<file path="src/design/bpc_pkg.sv">
// bpc_pkg: shared types and constants for the button press classifier
// event codes, register indexes and register reset values; no dependencies
`default_nettype none

package bpc_pkg;

  localparam int unsigned CntW = 16;
  localparam int unsigned CfgIdxW = 2;

  typedef logic [CntW-1:0] cnt_t;

  // event codes carried on event_res
  typedef enum logic [2:0] {
    EV_NONE   = 3'd0,
    EV_SINGLE = 3'd1,
    EV_DOUBLE = 3'd2,
    EV_SHORT  = 3'd3,
    EV_LONG   = 3'd4
  } event_e;

  // configuration register indexes
  typedef enum logic [CfgIdxW-1:0] {
    CFG_DEBOUNCE = 2'd0,
    CFG_SHORT    = 2'd1,
    CFG_LONG     = 2'd2,
    CFG_DOUBLE   = 2'd3
  } cfg_idx_e;

  // register reset values
  localparam cnt_t DebounceRst = 16'd20;
  localparam cnt_t ShortRst    = 16'd500;
  localparam cnt_t LongRst     = 16'd2000;
  localparam cnt_t DoubleRst   = 16'd300;

  localparam cnt_t CntMax = '1;

  // counter increment that sticks at full scale
  function automatic cnt_t sat_inc(input cnt_t v);
    return (v == CntMax) ? v : v + cnt_t'(1);
  endfunction

endpackage

`default_nettype wire

</file>
<file path="src/design/button_press_classifier_core.sv">
// button_press_classifier_core: single, double, short-hold and long-hold detection
// for one active-low button sampled once per tick word; depends on bpc_pkg
//
// result: registered, appearing in the cycle after its tick word is accepted
// throughput: one tick word per cycle; the output register stalls the input only
//   while a result is held back by out_stall_i
// reset: asynchronous active low; counters and flags clear, registers take defaults
`default_nettype none

module button_press_classifier_core import bpc_pkg::*; (
  input  wire logic               clk_i,
  input  wire logic               rst_ni,
  // configuration write port
  input  wire logic               cfg_we_i,
  input  wire logic [CfgIdxW-1:0] cfg_idx_i,
  input  wire logic [CntW-1:0]    cfg_data_i,
  // tick input
  input  wire logic               in_valid_i,
  output logic                    in_stall_o,
  input  wire logic               pin_level_i,
  // result output
  output logic                    out_valid_o,
  input  wire logic               out_stall_i,
  output logic [2:0]              event_res_o,
  output logic [CntW-1:0]         held_time_o
);

  // configuration registers
  cnt_t debounce_q, short_q, long_q, double_q;

  always_ff @(posedge clk_i or negedge rst_ni) begin
    if (!rst_ni) begin
      debounce_q <= DebounceRst;
      short_q    <= ShortRst;
      long_q     <= LongRst;
      double_q   <= DoubleRst;
    end else if (cfg_we_i) begin
      unique case (cfg_idx_e'(cfg_idx_i))
        CFG_DEBOUNCE: debounce_q <= cfg_data_i;
        CFG_SHORT:    short_q    <= cfg_data_i;
        CFG_LONG:     long_q     <= cfg_data_i;
        CFG_DOUBLE:   double_q   <= cfg_data_i;
        default:      ;
      endcase
    end
  end

  // handshake: take a word unless a result is held back
  logic in_acc, out_valid_q;
  assign in_stall_o = out_valid_q & out_stall_i;
  assign in_acc     = in_valid_i & ~in_stall_o;

  // press and click state
  logic   down_q, down_d, pend_q, pend_d;
  cnt_t   press_q, press_d, since_q, since_d, last_q, last_d;
  event_e ev_d, ev_q;

  // per-tick update
  always_comb begin
    cnt_t since_inc;
    logic accepted;
    since_inc = pend_q ? sat_inc(since_q) : since_q;
    accepted  = 1'b0;
    down_d    = down_q;
    press_d   = press_q;
    pend_d    = pend_q;
    since_d   = since_inc;
    last_d    = last_q;
    ev_d      = EV_NONE;
    if (!pin_level_i) begin
      down_d  = 1'b1;
      press_d = sat_inc(press_q);
    end else begin
      down_d  = 1'b0;
      press_d = '0;
      // release of an accepted press
      if (down_q && (press_q > debounce_q)) begin
        accepted = 1'b1;
        last_d   = press_q;
        since_d  = '0;
        priority if (press_q >= long_q) begin
          pend_d = 1'b0;
          ev_d   = EV_LONG;
        end else if (press_q >= short_q) begin
          pend_d = 1'b0;
          ev_d   = EV_SHORT;
        end else if (pend_q && (since_inc < double_q)) begin
          pend_d = 1'b0;
          ev_d   = EV_DOUBLE;
        end else begin
          pend_d = 1'b1;
          ev_d   = EV_NONE;
        end
      end
      // pending click timed out
      if (!accepted && pend_q && (since_inc > double_q)) begin
        pend_d  = 1'b0;
        since_d = '0;
        ev_d    = EV_SINGLE;
      end
    end
  end

  // state registers
  always_ff @(posedge clk_i or negedge rst_ni) begin
    if (!rst_ni) begin
      down_q  <= 1'b0;
      press_q <= '0;
      pend_q  <= 1'b0;
      since_q <= '0;
      last_q  <= '0;
    end else if (in_acc) begin
      down_q  <= down_d;
      press_q <= press_d;
      pend_q  <= pend_d;
      since_q <= since_d;
      last_q  <= last_d;
    end
  end

  // result register
  always_ff @(posedge clk_i or negedge rst_ni) begin
    if (!rst_ni) begin
      out_valid_q <= 1'b0;
    end else if (in_acc) begin
      out_valid_q <= 1'b1;
    end else if (!out_stall_i) begin
      out_valid_q <= 1'b0;
    end
  end

  always_ff @(posedge clk_i) begin
    if (in_acc) begin
      ev_q <= ev_d;
    end
  end

  assign out_valid_o = out_valid_q;
  assign event_res_o = ev_q;
  assign held_time_o = last_q;

  // checks
  a_acc_gives_result: assert property (@(posedge clk_i) disable iff (!rst_ni)
    in_acc |=> out_valid_o)
    else $error("accepted word gave no result");

  a_single_clears: assert property (@(posedge clk_i) disable iff (!rst_ni)
    (out_valid_o && (event_res_o == EV_SINGLE)) |-> !pend_q)
    else $error("single press left click pending");

  a_down_counts: assert property (@(posedge clk_i) disable iff (!rst_ni)
    down_q |-> (press_q != '0))
    else $error("button down with zero press count");

  a_held_on_accept: assert property (@(posedge clk_i) disable iff (!rst_ni)
    (out_valid_o && ((event_res_o == EV_LONG) || (event_res_o == EV_SHORT)))
      |-> (!pend_q && (since_q == '0)))
    else $error("hold event left click state");

endmodule

`default_nettype wire
</file>
<file path="config.mk">
export PLATFORM = sky130hd
export DESIGN_NAME = button_press_classifier_core
export DESIGN_NICKNAME = d
export VERILOG_FILES = /design/src/design/bpc_pkg.sv /design/src/design/button_press_classifier_core.sv
export SDC_FILE = /design/constraint.sdc
export NUM_CORES = 1
export LEC_CHECK = 0
export BUFFER_PORTS_ARGS = -buffer_cell sky130_fd_sc_hd__buf_2
export CELL_PAD_IN_SITES_DETAIL_PLACEMENT = 0
export CELL_PAD_IN_SITES_GLOBAL_PLACEMENT = 1
export CORE_MARGIN = 2
export CORE_UTILIZATION = 50
export CTS_BUF_LIST = sky130_fd_sc_hd__clkbuf_2 sky130_fd_sc_hd__clkbuf_4 sky130_fd_sc_hd__clkbuf_8
export CTS_CLUSTER_DIAMETER = 80
export DETAILED_ROUTE_END_ITERATION = 10
export PLACE_DENSITY_LB_ADDON = 0.2
export SYNTH_ARGS = -nofsm -noshare
export SYNTH_HDL_FRONTEND = slang
export SYNTH_SLANG_ARGS = --single-unit
</file>
<file path="constraint.sdc">
create_clock -name clk_i -period 4.3 [get_ports clk_i]
set_input_delay 0.215 -clock clk_i [delete_from_list [all_inputs] [get_ports clk_i]]
set_output_delay 0.215 -clock clk_i [all_outputs]
set_load 0.005 [all_outputs]
</file>
==> key figures <==
Run status
  • Outcome: finished with violations
  • Violations in the final reports: hold timing

Finish
  • Final core area utilization: 57.6%
  • Proportion of layout cells with a drive suffix above 1: 25.7%
  • Final Instance Area: 7600 um^2
  • Most common library cell in the layout ignoring fill and taps: sky130_fd_sc_hd__dfrtp_1
  • Final net count: 792
  • Highest-count cells in the layout ignoring fill and taps: 97 x sky130_fd_sc_hd__dfrtp_1, 73 x sky130_fd_sc_hd__inv_1, 66 x sky130_fd_sc_hd__ha_1
  • Area overhead of the layout relative to synthesis: 12.7%
  • Diodes inserted: 0

Place
  • Placed instance area: 7180 um^2
  • Estimated wirelength of the detail-placed design: 10.8 mm
  • Buffers added on ports: 44
  • Routability Congestion: 0.825

Setup path
  • Source of the worst register-to-register timing path: since_q[5]
  • Worst setup startpoint: since_q[5]
  • Reg2reg path depth: 14
  • Endpoint of the worst-slack reg-to-reg timing path: since_q[7]
  • Crit Path Class: flop to flop
  • Flop2flop setup slack: between 0.2 and 0.3 ns
  • Required time at the worst-slack endpoint: 4.65 ns
  • Category of the worst setup path launch point: flop
  • Timing endpoint of the critical path: since_q[7]
  • Endpoint class of the critical path: flop
  • CP arrival: 4.35 ns
  • Highest net fanout along the worst path: 15

Die
  • Standard-cell rows: 42
  • Horiz. Die Dim: 120 um
  • Die Area: ~14,000 um^2
  • DIE HEIGHT: 120 um
  • Initial cell density of the core: 51.1%
  • Count of pins on the block boundary: 45
  • Total core area: 13,200 um^2

GRT
  • Global-route wire length before repair: 25.0 mm
  • Total GRT Usage: 22.3%
  • Number of global-route vias before repair: 4,992
  • Maximum number of pins on one net before global-route repair: 83
  • Overall overflow remaining after global route: 0
  • Initial antenna violation count: 0

CTS
  • Number of buffers between clock root and the deepest sink: 2
  • TritonCTS clock tree: done
  • Count of buffers added by post-CTS timing repair for setup: 0
  • H-tree lvl count: 4
  • Number of sinks driven by the clock tree: approximately 120
  • Root Driver: sky130_fd_sc_hd__clkbuf_8
  • Number of buffers created by CTS: 17
  • CTS clk-pin slew, worst paths: roughly 0.070 ns
  • Worst skew pair latency: 0.44 ns

Timing
  • TNS Setup: 0 ns
  • Final count of pins violating max slew: 0
  • Unrepaired setup endpoints after global routing: no
  • Worst hold slack after final layout: -0.0432 ns
  • Max-slew headroom at the worst pin: roughly 28%
  • Transition at the pin with the smallest max-transition slack: 1.08 ns
  • Minimum clock period after layout: 4.00 ns
  • Final count of hold timing violations: 14
  • Share of the cycle needed by the critical path after routing: 93.0%
  • Achievable clock frequency: 0.250 GHz
  • Final setup skew: 0.0136 ns
  • Final Setup Violations: 0

Hold path
  • Type of the worst min-delay path: primary input to async pin

Synthesis
  • Share of flip-flops with an asynchronous set or reset after synthesis: 97.5%
  • Flop and latch count out of synthesis: 118
  • Number of enable-type register cells in the synthesized netlist: 3
  • Avg Cell Area, Syn: 10.4 um^2
  • Ys flop type: sky130_fd_sc_hd__dfrtp_1
  • Cell count after synthesis: 645
  • Distinct cell type count of the synthesized netlist: 50
  • Post-Synthesis Net Count: 735
  • Summed instance area of the synthesized netlist: 6740 um^2
  • Sequential-to-total area share from yosys stat: 44.4%
  • Ys Warns: 0

Pwr
  • Power per cell area: 400 nW/um^2
  • Maximum vdd ir drop: roughly 0.34 mV
  • Tot Pwr: 3040 uW
  • Leakage power total: 0.00380 uW

Detailed routing
  • Drt via density: 5.42
  • Pre-antenna DRT Iters: 4
  • # DRC: 0
  • Total via count in the routed design: 4,831
  • Count of antenna-violating nets left after detailed routing: 0
  • Violation count after the first detailed-route iteration: 180
  • Total detailed-routing wirelength: between 10 and 15 mm
  • DR WL/cell: 16.5 um

Flow run
  • Max-cap violations: 0
## synth_stat cells (all sizes together), types with 9 or more instances
cell / instances / area [um^2]
inv: 73 / 274
xnor2: 13 / 114
clkbuf: 12 / 46.3
mux2: 68 / 800
nand4: 20 / 125
a21oi: 25 / 125
a21o: 11 / 82.6
dfstp: 18 / 473
nor3: 9 / 45.0
nand3: 14 / 70.1
ha: 66 / 826
nor2: 31 / 119
nand2: 63 / 236
dfrtp: 97 / 2430
o21ai: 34 / 170
## routing by layer
metal	up-vias	global-route usage (%)	share of wire, %
li1	2376	-	-
met1	2358	28.9	47
met2	79	37.0	48
met3	18	5.23	3.4
met4	0	7.28	1.7
met5	-	0	0
## power breakdown
group	switching, uW	internal [uW]
Combinational	324	288
Clock	436	585
Sequential	118	1290
## flip-flops by register name, summed over array words and instances, names as in the netlist
signal / count
held_time_o: 16
debounce_q: 16
event_res_o: 3
out_valid_o: 1
double_q: 16
down_q: 1
press_q: 16
short_q: 16
since_q: 16
long_q: 16
pend_q: 1
## worst min path at each step
stage,from,endpoint,depth (start not counted)
6_report,rst_ni,since_q[2],1
5_1_grt,rst_ni,since_q[2],1
4_1_cts,rst_ni,short_q[14],1
3_5_place_dp,in_valid_i,out_valid_o,2
3_3_place_gp,in_valid_i,out_valid_o,2
2_1_floorplan,rst_ni,debounce_q[0],0
## cell type report
cell class              count  area [um^2]
fillers                  1157         5590
flip-flops and latches    118         2990
clock inverters             9         98.8
well taps                 176          220
multi-input cells         436         3390
clock buffers              23          304
inverters                  73          274
repair buffers             56          315
## critical path, cell delays in order (launching register included)
cell and delay (ns):
sky130_fd_sc_hd__dfrtp_1 0.46, sky130_fd_sc_hd__and4_1 0.31, sky130_fd_sc_hd__nand3_1 0.17, sky130_fd_sc_hd__o31ai_2 0.30, sky130_fd_sc_hd__nor2_1 0.14, sky130_fd_sc_hd__and3_1 0.21, sky130_fd_sc_hd__xnor2_1 0.19, sky130_fd_sc_hd__inv_1 0.08
sky130_fd_sc_hd__ha_1 0.31, sky130_fd_sc_hd__nand4_1 0.12, sky130_fd_sc_hd__or4_1 0.55, sky130_fd_sc_hd__o211a_1 0.26, sky130_fd_sc_hd__a22o_4 0.29, sky130_fd_sc_hd__or4_1 0.41, sky130_fd_sc_hd__o211ai_1 0.10
## per-stage QoR
stage / hold WS, ns / std cells / setup slack [ns]
after floorplan: -0.0806 / 645 / 0.325
after global placement: 0.433 / 858 / 0.235
after detailed placement: 0.448 / 858 / 0.0573
after CTS: 0.00855 / 891 / 0.0318
after global routing: 0.0487 / 891 / 0.000197
final: -0.0432 / 891 / 0.299
## repair_timing
action	CTS	global route
hold endpoints to repair	1	0
endpoints found under the setup margin	0	15
hold buffers	1	0
resized for setup	0	2
## cell families after synthesis
family,count (synthesis),synth area share [%]
compound gates,106,10.6
simple gates,173,12.4
fa+ha+maj,66,12.3
flops,118,44.4
buf+inv,91,5.48
mux,70,12.2
xor+xnor,21,2.73
(Power assumes the default switching activity.)
